`src/hw/rtl/gtma_pkg.sv`:
```
`timescale 1ns / 1ps

package gtma_pkg;

   // Field widths
   localparam int TEMP_W  = 16;
   localparam int HUMI_W  = 16;
   localparam int PRESS_W = 17;

   // Configuration port
   localparam int CSR_IDX_W  = 3;
   localparam int CSR_DATA_W = 17;

   localparam logic [CSR_IDX_W-1:0] CSR_TEMP_LOW   = 3'd0;
   localparam logic [CSR_IDX_W-1:0] CSR_TEMP_HIGH  = 3'd1;
   localparam logic [CSR_IDX_W-1:0] CSR_HUMI_LOW   = 3'd2;
   localparam logic [CSR_IDX_W-1:0] CSR_HUMI_HIGH  = 3'd3;
   localparam logic [CSR_IDX_W-1:0] CSR_PRESS_LOW  = 3'd4;
   localparam logic [CSR_IDX_W-1:0] CSR_PRESS_HIGH = 3'd5;

   // Limit values after reset
   localparam logic signed [TEMP_W-1:0] TEMP_LOW_RST   = -16'sd4000;
   localparam logic signed [TEMP_W-1:0] TEMP_HIGH_RST  = 16'sd8500;
   localparam logic [HUMI_W-1:0]        HUMI_LOW_RST   = 16'd0;
   localparam logic [HUMI_W-1:0]        HUMI_HIGH_RST  = 16'd10000;
   localparam logic [PRESS_W-1:0]       PRESS_LOW_RST  = 17'd30000;
   localparam logic [PRESS_W-1:0]       PRESS_HIGH_RST = 17'd110000;

   localparam int WINDOW_DEFAULT = 8;

   // One ring entry: all three channels at the same position
   typedef struct packed {
      logic signed [TEMP_W-1:0] temp;
      logic [HUMI_W-1:0]        humi;
      logic [PRESS_W-1:0]       press;
   } entry_type;

   // Divider status toward the sequencer
   typedef struct packed {
      logic busy;
      logic done;
   } div_status_type;

   typedef enum logic [2:0] {
      ST_IDLE,
      ST_WRITE,
      ST_SUM,
      ST_DIV_START,
      ST_DIV_WAIT,
      ST_OUT
   } state_type;

   typedef enum logic [1:0] {
      CH_TEMP,
      CH_HUMI,
      CH_PRESS
   } chan_type;

endpackage

```
`src/hw/rtl/gated_triple_moving_average.sv`:
```
`timescale 1ns / 1ps

// Moving average over the last WINDOW accepted samples of temperature,
// humidity and pressure, gated by a temperature range.
// Input channel req_*: one sample per item. req_stall is high whenever the
// block is working on an item, so one item is in flight at a time.
// Result channel rsp_*: one result per input item, held in output registers
// until taken (rsp_stall low). The block takes the next item only after the
// result has been taken, in the following cycle at the earliest.
// A sample whose temperature is outside the limits leaves the window alone
// and gives accepted=0 with zero means, offered in the cycle after it is
// taken. An accepted sample is written into the ring, the filled entries
// are summed one per cycle through one memory read port, and the three sums
// go one after another through one restoring divider of DIV_W =
// 17 + clog2(WINDOW+1) bits. Limits are to be written through csr_* only
// while the block is idle; the block itself does not enforce this.
// Synchronous reset restores the default limits and empties the window;
// only written entries are ever read, so the ring needs no clearing pass.

module gated_triple_moving_average #(
   parameter int WINDOW = gtma_pkg::WINDOW_DEFAULT
) (
   input  logic                                clock,
   input  logic                                reset,
   // configuration
   input  logic                                csr_write_en,
   input  logic [gtma_pkg::CSR_IDX_W-1:0]      csr_index,
   input  logic [gtma_pkg::CSR_DATA_W-1:0]     csr_wdata,
   // input items
   input  logic                                req_valid,
   output logic                                req_stall,
   input  logic signed [gtma_pkg::TEMP_W-1:0]  req_temp_sample,
   input  logic [gtma_pkg::HUMI_W-1:0]         req_humi_sample,
   input  logic [gtma_pkg::PRESS_W-1:0]        req_press_sample,
   // result items
   output logic                                rsp_valid,
   input  logic                                rsp_stall,
   output logic                                rsp_accepted,
   output logic signed [gtma_pkg::TEMP_W-1:0]  rsp_temp_mean,
   output logic [gtma_pkg::HUMI_W-1:0]         rsp_humi_mean,
   output logic [gtma_pkg::PRESS_W-1:0]        rsp_press_mean
);

   localparam int IDX_W   = (WINDOW > 1) ? $clog2(WINDOW) : 1;
   localparam int CNT_W   = $clog2(WINDOW + 1);
   localparam int TSUM_W  = gtma_pkg::TEMP_W + CNT_W;
   localparam int HSUM_W  = gtma_pkg::HUMI_W + CNT_W;
   localparam int PSUM_W  = gtma_pkg::PRESS_W + CNT_W;
   localparam int DIV_W   = PSUM_W;

   // Limit registers
   logic signed [gtma_pkg::TEMP_W-1:0] temp_low_ff, temp_high_ff;
   logic [gtma_pkg::HUMI_W-1:0]        humi_low_ff, humi_high_ff;
   logic [gtma_pkg::PRESS_W-1:0]       press_low_ff, press_high_ff;

   // Sequencer and window state
   gtma_pkg::state_type state_ff, state_in;
   gtma_pkg::chan_type  sel_ff, sel_in;
   logic [IDX_W-1:0]    pos_ff;
   logic [CNT_W-1:0]    fill_ff;
   logic [CNT_W-1:0]    idx_ff;
   logic                rd_vld_ff;

   // Datapath
   gtma_pkg::entry_type        entry_ff;
   gtma_pkg::entry_type        clamped;
   gtma_pkg::entry_type        rd_data;
   logic signed [TSUM_W-1:0]   tsum_ff;
   logic [HSUM_W-1:0]          hsum_ff;
   logic [PSUM_W-1:0]          psum_ff;
   logic [TSUM_W-1:0]          tmag;
   logic [DIV_W-1:0]           dividend;
   logic [DIV_W-1:0]           quotient;
   logic [DIV_W-1:0]           tquo;
   gtma_pkg::div_status_type   div_status;

   logic                       accepted_ff;
   logic signed [gtma_pkg::TEMP_W-1:0] temp_mean_ff;
   logic [gtma_pkg::HUMI_W-1:0]        humi_mean_ff;
   logic [gtma_pkg::PRESS_W-1:0]       press_mean_ff;

   // Control decoded from state
   logic take;
   logic pass;
   logic mem_we;
   logic rd_issue;
   logic div_start;
   logic sums_done;

   // Configuration writes
   always_ff @(posedge clock) begin
      if (reset) begin
         temp_low_ff   <= gtma_pkg::TEMP_LOW_RST;
         temp_high_ff  <= gtma_pkg::TEMP_HIGH_RST;
         humi_low_ff   <= gtma_pkg::HUMI_LOW_RST;
         humi_high_ff  <= gtma_pkg::HUMI_HIGH_RST;
         press_low_ff  <= gtma_pkg::PRESS_LOW_RST;
         press_high_ff <= gtma_pkg::PRESS_HIGH_RST;
      end else if (csr_write_en) begin
         unique case (csr_index)
            gtma_pkg::CSR_TEMP_LOW:   temp_low_ff   <= csr_wdata[gtma_pkg::TEMP_W-1:0];
            gtma_pkg::CSR_TEMP_HIGH:  temp_high_ff  <= csr_wdata[gtma_pkg::TEMP_W-1:0];
            gtma_pkg::CSR_HUMI_LOW:   humi_low_ff   <= csr_wdata[gtma_pkg::HUMI_W-1:0];
            gtma_pkg::CSR_HUMI_HIGH:  humi_high_ff  <= csr_wdata[gtma_pkg::HUMI_W-1:0];
            gtma_pkg::CSR_PRESS_LOW:  press_low_ff  <= csr_wdata;
            gtma_pkg::CSR_PRESS_HIGH: press_high_ff <= csr_wdata;
            default: ;
         endcase
      end
   end

   // Gate on temperature, clamp humidity and pressure
   always_comb begin
      pass = (req_temp_sample >= temp_low_ff) && (req_temp_sample <= temp_high_ff);
      clamped.temp = req_temp_sample;
      if (req_humi_sample < humi_low_ff) begin
         clamped.humi = humi_low_ff;
      end else if (req_humi_sample > humi_high_ff) begin
         clamped.humi = humi_high_ff;
      end else begin
         clamped.humi = req_humi_sample;
      end
      if (req_press_sample < press_low_ff) begin
         clamped.press = press_low_ff;
      end else if (req_press_sample > press_high_ff) begin
         clamped.press = press_high_ff;
      end else begin
         clamped.press = req_press_sample;
      end
   end

   assign take      = req_valid && !req_stall;
   assign sums_done = (idx_ff == fill_ff) && !rd_vld_ff;

   // Next state
   always_comb begin
      state_in = state_ff;
      sel_in   = sel_ff;
      unique case (state_ff)
         gtma_pkg::ST_IDLE: begin
            if (take) begin
               state_in = pass ? gtma_pkg::ST_WRITE : gtma_pkg::ST_OUT;
            end
         end
         gtma_pkg::ST_WRITE: state_in = gtma_pkg::ST_SUM;
         gtma_pkg::ST_SUM: begin
            if (sums_done) begin
               state_in = gtma_pkg::ST_DIV_START;
               sel_in   = gtma_pkg::CH_TEMP;
            end
         end
         gtma_pkg::ST_DIV_START: state_in = gtma_pkg::ST_DIV_WAIT;
         gtma_pkg::ST_DIV_WAIT: begin
            if (div_status.done) begin
               unique case (sel_ff)
                  gtma_pkg::CH_TEMP: begin
                     sel_in   = gtma_pkg::CH_HUMI;
                     state_in = gtma_pkg::ST_DIV_START;
                  end
                  gtma_pkg::CH_HUMI: begin
                     sel_in   = gtma_pkg::CH_PRESS;
                     state_in = gtma_pkg::ST_DIV_START;
                  end
                  default: state_in = gtma_pkg::ST_OUT;
               endcase
            end
         end
         gtma_pkg::ST_OUT: begin
            if (!rsp_stall) begin
               state_in = gtma_pkg::ST_IDLE;
            end
         end
         default: state_in = gtma_pkg::ST_IDLE;
      endcase
   end

   // Outputs of the sequencer
   always_comb begin
      req_stall = 1'b1;
      rsp_valid = 1'b0;
      mem_we    = 1'b0;
      rd_issue  = 1'b0;
      div_start = 1'b0;
      unique case (state_ff)
         gtma_pkg::ST_IDLE:      req_stall = 1'b0;
         gtma_pkg::ST_WRITE:     mem_we    = 1'b1;
         gtma_pkg::ST_SUM:       rd_issue  = (idx_ff != fill_ff);
         gtma_pkg::ST_DIV_START: div_start = 1'b1;
         gtma_pkg::ST_DIV_WAIT:  ;
         gtma_pkg::ST_OUT:       rsp_valid = 1'b1;
         default: ;
      endcase
   end

   always_ff @(posedge clock) begin
      if (reset) begin
         state_ff  <= gtma_pkg::ST_IDLE;
         sel_ff    <= gtma_pkg::CH_TEMP;
         pos_ff    <= '0;
         fill_ff   <= '0;
         idx_ff    <= '0;
         rd_vld_ff <= 1'b0;
      end else begin
         state_ff  <= state_in;
         sel_ff    <= sel_in;
         rd_vld_ff <= rd_issue;
         // Advance write position and fill count
         if (mem_we) begin
            pos_ff <= (pos_ff == IDX_W'(WINDOW - 1)) ? '0 : pos_ff + 1'b1;
            if (fill_ff != CNT_W'(WINDOW)) begin
               fill_ff <= fill_ff + 1'b1;
            end
            idx_ff <= '0;
         end else if (rd_issue) begin
            idx_ff <= idx_ff + 1'b1;
         end
      end
   end

   // Hold the gated sample
   always_ff @(posedge clock) begin
      if (take) begin
         entry_ff <= clamped;
      end
   end

   gtma_ring #(
      .WINDOW (WINDOW)
   ) u_ring (
      .clock   (clock),
      .wr_en   (mem_we),
      .wr_addr (pos_ff),
      .wr_data (entry_ff),
      .rd_en   (rd_issue),
      .rd_addr (idx_ff[IDX_W-1:0]),
      .rd_data (rd_data)
   );

   // Accumulate the filled entries
   always_ff @(posedge clock) begin
      if (mem_we) begin
         tsum_ff <= '0;
         hsum_ff <= '0;
         psum_ff <= '0;
      end else if (rd_vld_ff) begin
         tsum_ff <= tsum_ff + TSUM_W'(rd_data.temp);
         hsum_ff <= hsum_ff + HSUM_W'(rd_data.humi);
         psum_ff <= psum_ff + PSUM_W'(rd_data.press);
      end
   end

   // Feed the divider one channel at a time; temperature as a magnitude
   always_comb begin
      tmag = tsum_ff[TSUM_W-1] ? TSUM_W'(-tsum_ff) : TSUM_W'(tsum_ff);
      case (sel_ff)
         gtma_pkg::CH_TEMP:  dividend = DIV_W'(tmag);
         gtma_pkg::CH_HUMI:  dividend = DIV_W'(hsum_ff);
         default:            dividend = psum_ff;
      endcase
   end

   gtma_div #(
      .DIV_W (DIV_W),
      .DEN_W (CNT_W)
   ) u_div (
      .clock    (clock),
      .reset    (reset),
      .start    (div_start),
      .dividend (dividend),
      .divisor  (fill_ff),
      .status   (div_status),
      .quotient (quotient)
   );

   // Restore the sign of the temperature mean
   assign tquo = tsum_ff[TSUM_W-1] ? DIV_W'(-quotient) : quotient;

   // Result registers
   always_ff @(posedge clock) begin
      if (take && !pass) begin
         accepted_ff   <= 1'b0;
         temp_mean_ff  <= '0;
         humi_mean_ff  <= '0;
         press_mean_ff <= '0;
      end else if (state_ff == gtma_pkg::ST_DIV_WAIT && div_status.done) begin
         accepted_ff <= 1'b1;
         case (sel_ff)
            gtma_pkg::CH_TEMP:  temp_mean_ff  <= tquo[gtma_pkg::TEMP_W-1:0];
            gtma_pkg::CH_HUMI:  humi_mean_ff  <= quotient[gtma_pkg::HUMI_W-1:0];
            default:            press_mean_ff <= quotient[gtma_pkg::PRESS_W-1:0];
         endcase
      end
   end

   assign rsp_accepted   = accepted_ff;
   assign rsp_temp_mean  = temp_mean_ff;
   assign rsp_humi_mean  = humi_mean_ff;
   assign rsp_press_mean = press_mean_ff;

endmodule

```
`src/hw/rtl/gtma_ring.sv`:
```
`timescale 1ns / 1ps

module gtma_ring #(
   parameter int WINDOW = gtma_pkg::WINDOW_DEFAULT,
   localparam int IDX_W = (WINDOW > 1) ? $clog2(WINDOW) : 1
) (
   input  logic                clock,
   input  logic                wr_en,
   input  logic [IDX_W-1:0]    wr_addr,
   input  gtma_pkg::entry_type wr_data,
   input  logic                rd_en,
   input  logic [IDX_W-1:0]    rd_addr,
   output gtma_pkg::entry_type rd_data
);

   gtma_pkg::entry_type mem [WINDOW];
   gtma_pkg::entry_type rd_data_ff;

   // Write one entry
   always_ff @(posedge clock) begin
      if (wr_en) begin
         mem[wr_addr] <= wr_data;
      end
   end

   // Registered read
   always_ff @(posedge clock) begin
      if (rd_en) begin
         rd_data_ff <= mem[rd_addr];
      end
   end

   assign rd_data = rd_data_ff;

endmodule

```
`src/hw/rtl/gtma_div.sv`:
```
`timescale 1ns / 1ps

module gtma_div #(
   parameter int DIV_W = 21,
   parameter int DEN_W = 4
) (
   input  logic                    clock,
   input  logic                    reset,
   input  logic                    start,
   input  logic [DIV_W-1:0]        dividend,
   input  logic [DEN_W-1:0]        divisor,
   output gtma_pkg::div_status_type status,
   output logic [DIV_W-1:0]        quotient
);

   localparam int CNT_W = $clog2(DIV_W + 1);

   logic             busy_ff, busy_in;
   logic             done_ff, done_in;
   logic [CNT_W-1:0] cnt_ff, cnt_in;
   logic [DIV_W-1:0] work_ff, work_in;
   logic [DIV_W-1:0] quo_ff, quo_in;
   logic [DEN_W-1:0] rem_ff, rem_in;
   logic [DEN_W-1:0] den_ff, den_in;
   logic [DEN_W:0]   rem_sh;
   logic [DEN_W:0]   rem_sub;
   logic             fits;

   // One restoring step: bring down the next dividend bit, try the subtract
   always_comb begin
      rem_sh  = {rem_ff, work_ff[DIV_W-1]};
      fits    = (rem_sh >= {1'b0, den_ff});
      rem_sub = rem_sh - {1'b0, den_ff};
   end

   always_comb begin
      busy_in = busy_ff;
      done_in = 1'b0;
      cnt_in  = cnt_ff;
      work_in = work_ff;
      quo_in  = quo_ff;
      rem_in  = rem_ff;
      den_in  = den_ff;
      if (start) begin
         busy_in = 1'b1;
         cnt_in  = '0;
         work_in = dividend;
         quo_in  = '0;
         rem_in  = '0;
         den_in  = divisor;
      end else if (busy_ff) begin
         work_in = {work_ff[DIV_W-2:0], 1'b0};
         quo_in  = {quo_ff[DIV_W-2:0], fits};
         rem_in  = fits ? rem_sub[DEN_W-1:0] : rem_sh[DEN_W-1:0];
         cnt_in  = cnt_ff + 1'b1;
         if (cnt_ff == CNT_W'(DIV_W - 1)) begin
            busy_in = 1'b0;
            done_in = 1'b1;
         end
      end
   end

   always_ff @(posedge clock) begin
      if (reset) begin
         busy_ff <= 1'b0;
         done_ff <= 1'b0;
         cnt_ff  <= '0;
      end else begin
         busy_ff <= busy_in;
         done_ff <= done_in;
         cnt_ff  <= cnt_in;
      end
   end

   always_ff @(posedge clock) begin
      work_ff <= work_in;
      quo_ff  <= quo_in;
      rem_ff  <= rem_in;
      den_ff  <= den_in;
   end

   assign status.busy = busy_ff;
   assign status.done = done_ff;
   assign quotient    = quo_ff;

endmodule
```
`config.mk`:
```
export PLATFORM = sky130hd
export DESIGN_NAME = gated_triple_moving_average
export DESIGN_NICKNAME = d
export VERILOG_FILES = /design/src/hw/rtl/gtma_pkg.sv /design/src/hw/rtl/gated_triple_moving_average.sv /design/src/hw/rtl/gtma_ring.sv /design/src/hw/rtl/gtma_div.sv
export SDC_FILE = /design/constraint.sdc
export NUM_CORES = 1
export LEC_CHECK = 0
export BUFFER_PORTS_ARGS = -buffer_cell sky130_fd_sc_hd__buf_2
export CORE_UTILIZATION = 61
export DETAILED_ROUTE_END_ITERATION = 8
export GPL_ROUTABILITY_DRIVEN = 0
export HOLD_SLACK_MARGIN = 0.1
export PLACE_DENSITY_LB_ADDON = 0.15
export SYNTH_ARGS = -nofsm -noshare
export SYNTH_HDL_FRONTEND = slang
export SYNTH_SLANG_ARGS = --single-unit
```
`constraint.sdc`:
```
create_clock -name clock -period 10.18 [get_ports clock]
set_input_delay 1.018 -clock clock [delete_from_list [all_inputs] [get_ports clock]]
set_output_delay 1.018 -clock clock [all_outputs]
set_load 0.02 [all_outputs]
```
**Word-level counts from Yosys, hierarchy flattened**

Memories as Yosys holds them, arrays and structs flattened. A register that Yosys moved wholly into a read port is not among the register bits.
Index checks and enable logic that the tools add are counted.

- Bitwise gates (word level): 2
- Mux-type cells: 33
- Order comparisons: 7
- $mul: 0
- Add/sub/neg operators: 10
- Reduce and logical (&&, ||, !) cells: 28
- Shift-type cells: 0
- Divide/modulo/power cells: 0
- Equal/unequal tests: 21

Operators with widths:

| kind | count |
|---|---|
| $mux 16 | 3 |
| $mux 21 | 2 |
| $pmux 21 s2 | 1 |
| $add 20x16->20 | 2 |
| $mux 17 | 2 |
| $add 21x17->21 | 1 |
| $mux 3 | 7 |
| $mux 20 | 1 |
| $neg 20->20 | 1 |
| $reduce_and 2->1 | 10 |
| $pmux 3 s6 | 1 |
| $gt 17x17->1 | 1 |
| $lt 17x17->1 | 1 |
| $ge 16x16->1 | 1 |
| $gt 16x16->1 | 1 |
| $le 16x16->1 | 1 |
| $lt 16x16->1 | 1 |
| $neg 16->16 | 1 |
| $eq 3x3->1 const B | 5 |
| $eq 3x2->1 const B | 4 |
| $mux 1 | 11 |
| $add 4x1->4 const B | 2 |
| $pmux 2 s2 | 2 |
| $reduce_and 4->1 | 2 |
| 23 further kinds | 37 |

- Memories kept: 1
- Bits in registers: 328
- Memory bits (writable): 392
- Latch bits: 0
- Output and inout port bits: 52
- Word-level logic and storage cells: 131
- Input port bits: 74
- Memory bits (read-only): 0

Memories:

| memory | depth | width | read ports | clocked after Yosys merged registers in | write ports | line | RTL |
|---|---|---|---|---|---|---|---|
| u_ring.mem | 8 | 49 | 1 | 1 | 1 | gtma_ring.sv:16 | `gtma_pkg::entry_type mem [WINDOW];` |

**Logic depth before layout (Yosys ltp)**

- Depth in word-level cells: 5
- Gate-level depth with buffers: 11

**By module**

A second synthesis with hierarchy kept.

- Cells, all modules: 2797
- Area total of the unflattened synthesis: 34987.3 µm²

Modules (own cells, without submodules):

| module | area each (µm²) | times used | cells an instance |
|---|---|---|---|
| gated_triple_moving_average | 16361.9 | 1 | 1977 |
| gtma_ring | 16233.1 | 1 | 628 |
| gtma_div | 2392.3 | 1 | 192 |

**Worst setup path before layout**

OpenSTA, ideal clock, no wires.

- Path kind: flip-flop to flip-flop
- Start: register state_ff[0]
- End: memory u_ring.mem[2][0] (netlist name) (enable)
- Data required time: 9.586 ns
- Path buffers: 3
- Period minus slack after synthesis: 7.147 ns
- Arrival: 6.552 ns
- Cell stages (with the launch flop): 7
- Setup slack: 3.033 ns
- Cell sequence: dfxtp_1 > clkbuf_1 > inv_1 > or3_1 > clkbuf_1 > clkbuf_1 > nor4b_1

- Cells in the longest elaborated chain, start to end: 4

RTL lines:

| element | line | RTL |
|---|---|---|
| start, declared | gated_triple_moving_average.sv:57 | `gtma_pkg::state_type state_ff, state_in;` |
| start signal, assigned | gated_triple_moving_average.sv:197 | `state_ff <= gtma_pkg::ST_IDLE;` |
| start signal, assigned | gated_triple_moving_average.sv:204 | `state_ff <= state_in;` |
| $eq 3x1->1 | gated_triple_moving_average.sv:184 | `unique case (state_ff)` |
| $mux 1 | gated_triple_moving_average.sv:184 |  |
| $mux 1 | gtma_ring.sv:21 | `if (wr_en) begin` |
| $mux 1 (not written as such) | gtma_ring.sv:22 | `mem[wr_addr] <= wr_data;` |
| end, declared | gtma_ring.sv:16 |  |

Every way passes these cells.

==> metrics.md <==
| Metric | Value |
|---|---|
| Outcome | `completed` |
| Post-cts resize count | `0` |
| Total setup buffers inserted after CTS | `0` |
| Port-buffer cells | `~130` |
| Post-route minimum period | `3.610 ns` |
| Clk_lat worst skew | `roughly 0.62 ns` |
| Worst-Margin Slew | `around 1.2 ns` |
| Overall routing resource usage | `0.2736` |
| Post-route ant nets | `0` |
| Clk_skew | `slightly below 0.03 ns` |
| Final-stage net count | `a little over 3000` |
| Root buffer cell | `clkbuf_16` |
| Tcrit/Tclk final | `0.3547` |
| Largest net degree at the start of global routing | `84` |
| Drt drc | `0` |
| Fin. max-slew vios | `0` |
| Global-route wire length before repair | `around 120 mm` |
| Commonest non-fill, non-tap cells in the layout | `515 x edfxtp_1, 289 x nand2_1, 250 x dfxtp_1` |
| Async SR Flop Fraction | `0` |
| Data required, critical path | `about 11 ns` |
| Setup CP Type | `in2reg` |
| I/O pin count | `126` |
| Vias in the first global route | `21800` |
| HP Class | `reg2reg` |
| Critical path startpoint category | `input pin` |
| Detailed Routing Iterations Pass 1 | `5` |
| CP startpoint | `req_press_sample[1]` |
| CTS tree | `built` |
| Mapped Area | `roughly 35000 um2` |
| Relative slew slack | `0.1637` |
| Primary FF master, synth | `edfxtp_1` |
| Leak pwr | `0.01456 uW` |
| Hold path start | `temp_high_ff[6]` |
| Register bit total from synthesis | `~770` |
| Max Clk Rate | `approximately 0.28 GHz` |
| CTS sink cnt | `around 770` |
| Syn Inst Count | `2731` |
| Sequential share of the synthesized area | `0.5931` |
| Critical-path cell list | `buf_2 -> ha_1 -> nor2b_1 -> o21a_1 -> o211ai_1 -> a211oi_1 -> or3_1 -> o21ai_2 -> mux2_2 -> mux2_2` |
| Hpwl dp | `around 50 mm` |
| DP Worst Slack | `5.971 ns` |
| FILL cells | `slightly below 4000` |
| Die W | `between 200 and 250 um` |
| Setup tns final | `0 ns` |
| Final setup violating endpoints | `0` |
| Setup WS post-layout | `between 6 and 7 ns` |
| Reg clk slew, reported paths | `~0.060 ns` |
| Wire per inst | `between 20 and 25 um` |
| Initial antenna violation count | `1` |
| Pwr dens | `215.5 nW/um2` |
| Total gr overflow | `0` |
| Share of layout cells above drive strength 1 | `0.1581` |
| Seq. cell area | `20560 um2` |
| CTS buffer count | `78` |
| FP Rows | `86` |
| Initial Util | `0.6229` |
| 1st-iter DRT viols | `1654` |
| Area delta synth->final | `11.23%` |
| Hold Vio Cnt, Final | `0` |
| Commonest non-fill, non-tap cell in the layout | `edfxtp_1` |
| Max VDD drop | `around 0.18 mV` |
| R2r startpoint | `press_high_ff[1]` |
| Die outline area | `just under 60000 um2` |
| Area of the multi-input gates | `about 13000 um2` |
| Yosys synthesis warning count | `0` |
| Net Count, Synth | `between 2000 and 3000` |
| Number of flops mapped to enable cells by yosys | `just over 500` |
| Crit path max-delay cell type | `o21ai_2` |
| Crit path top cell by count | `mux2_2` |
| WP data arrival | `3.96 ns` |
| Yosys cell types | `66` |
| Max stage delay on crit path | `0.92 ns` |
| CP endpoint kind | `flip-flop` |
| Die Ht | `240.3 um` |
| CTS Buffer Depth | `3` |
| Vias | `~22000` |
| Area of the core | `55630 um2` |
| Via density | `a little over 6` |
| Cts hold-fix bufs | `0` |
| Synthesized area per cell | `between 10 and 15 um2` |
| H-tree depth | `3` |
| Max-Cap Viols | `0` |
| Final wirelength | `approximately 77 mm` |
| Critical Path Fanout Max | `17` |
| RSZ-0062 raised after global routing | `false` |
## path summary, 6_finish.rpt
check | slack, ns | end | cells past startpoint
worst max-delay path | 6.57 | entry_ff[0] | 10
worst min register to register | 0.45 | temp_high_ff[6] | 2
worst max register to register | 6.66 | entry_ff[0] | 10
worst min-delay path | 0.45 | temp_high_ff[6] | 2
## registers in the layout (all words and copies together) (netlist names), 17 cells and up
name / flops
press_low_ff: 17
u_ring.rd_data: 49
entry_ff: 49
press_high_ff: 17
psum_ff: 21
tsum_ff: 20
u_div.quotient: 17
u_div.work_ff: 21
u_ring.mem: 392
rsp_press_mean: 17
hsum_ff: 20
## cell families after synthesis
kind of cell	after synthesis	share of synthesized area
compound gates	475	0.08153
xor+xnor	80	0.02022
fa+ha+maj	165	0.06045
buf+inv	265	0.02910
flops	769	0.5931
mux	313	0.1278
simple gates	664	0.08789
## worst max-delay path, delay by kind of cell
family | cells | cell delay, ns
buffers and inverters | 1 | 0.12
adder cells (fa/ha/maj) | 1 | 0.30
AO/OA/AOI/OAI | 4 | 1.35
AND/OR/NAND/NOR | 2 | 0.49
multiplexers | 2 | 0.68
## where the power goes
part	switching [uW]	total, uW	internal [uW]	leakage, uW
combinational	904	1500	591	0.00659
sequential	270	4010	3740	0.00673
clock	1180	2800	1620	0.00124
total	2360	8310	5950	0.0146
## final cells by class
cell class | count | share of cell area
Sequential cell | 769 | 0.5334
Multi-Input combinational cell | 1697 | 0.3413
Clock buffer | 109 | 0.05908
Tap cell | 748 | 0.02428
Timing Repair Buffer | 156 | 0.02233
Inverter | 132 | 0.01286
Clock inverter | 34 | 0.006623
Antenna cell | 1 | 0.00006493
## routing by layer
metal  vias to the layer above  track usage  wire length, um
li1                      10290            -                -
met1                     10910       0.3705            32960
met2                       668       0.4540            37450
met3                       159      0.03548             4117
met4                         0       0.1008             2621
met5                         -            0                0
## per-stage QoR
stage | area [um2] | utilization | hold WS [ns] | cells | total power (uW)
2_1_floorplan | 34650 | - | 0.4363 | 2731 | 5078
6_report | 38540 | 0.6928 | 0.4537 | 3646 | 8307
4_1_cts | 38540 | 0.6928 | 0.4563 | 3645 | 8345
5_1_grt | 38540 | 0.6928 | 0.4657 | 3645 | 8657
3_5_place_dp | 36010 | 0.6472 | 0.4482 | 3502 | 5544
3_3_place_gp | 36010 | 0.6472 | 0.4419 | 3502 | 5476
## cell usage after synthesis, types with 4 or more instances
cell / instances / share of area
or2_2: 5 / 0.00090
xnor2_1: 38 / 0.0096
and2_1: 4 / 0.00072
inv_1: 132 / 0.014
a211o_1: 14 / 0.0035
o22ai_1: 4 / 0.00072
edfxtp_1: 515 / 0.45
ha_1: 161 / 0.058
nor3b_1: 5 / 0.0011
o41ai_1: 4 / 0.0010
nand2b_1: 21 / 0.0038
nand4_1: 29 / 0.0052
mux2i_1: 161 / 0.047
a31oi_1: 7 / 0.0013
nand4b_1: 5 / 0.0013
o21a_1: 12 / 0.0026
a21oi_1: 219 / 0.032
and3_1: 11 / 0.0020
or3_1: 8 / 0.0014
xor2_1: 42 / 0.011
a21o_1: 43 / 0.0093
nand2_1: 289 / 0.031
nand3b_1: 29 / 0.0063
or4_1: 4 / 0.00087
a2111oi_0: 4 / 0.0010
buf_1: 26 / 0.0028
o211ai_1: 8 / 0.0017
dfxtp_1: 254 / 0.15
a211oi_1: 27 / 0.0058
nor2b_1: 20 / 0.0036
o21bai_1: 6 / 0.0013
nor3_1: 39 / 0.0056
mux4_2: 98 / 0.064
buf_2: 5 / 0.00072
o21ai_0: 94 / 0.014
nor2_1: 158 / 0.017
clkbuf_1: 100 / 0.011
mux2_2: 54 / 0.018
nand3_1: 25 / 0.0036
o31ai_1: 12 / 0.0026
fa_1: 4 / 0.0023
No activity file was read; power rests on OpenSTA's default activity.
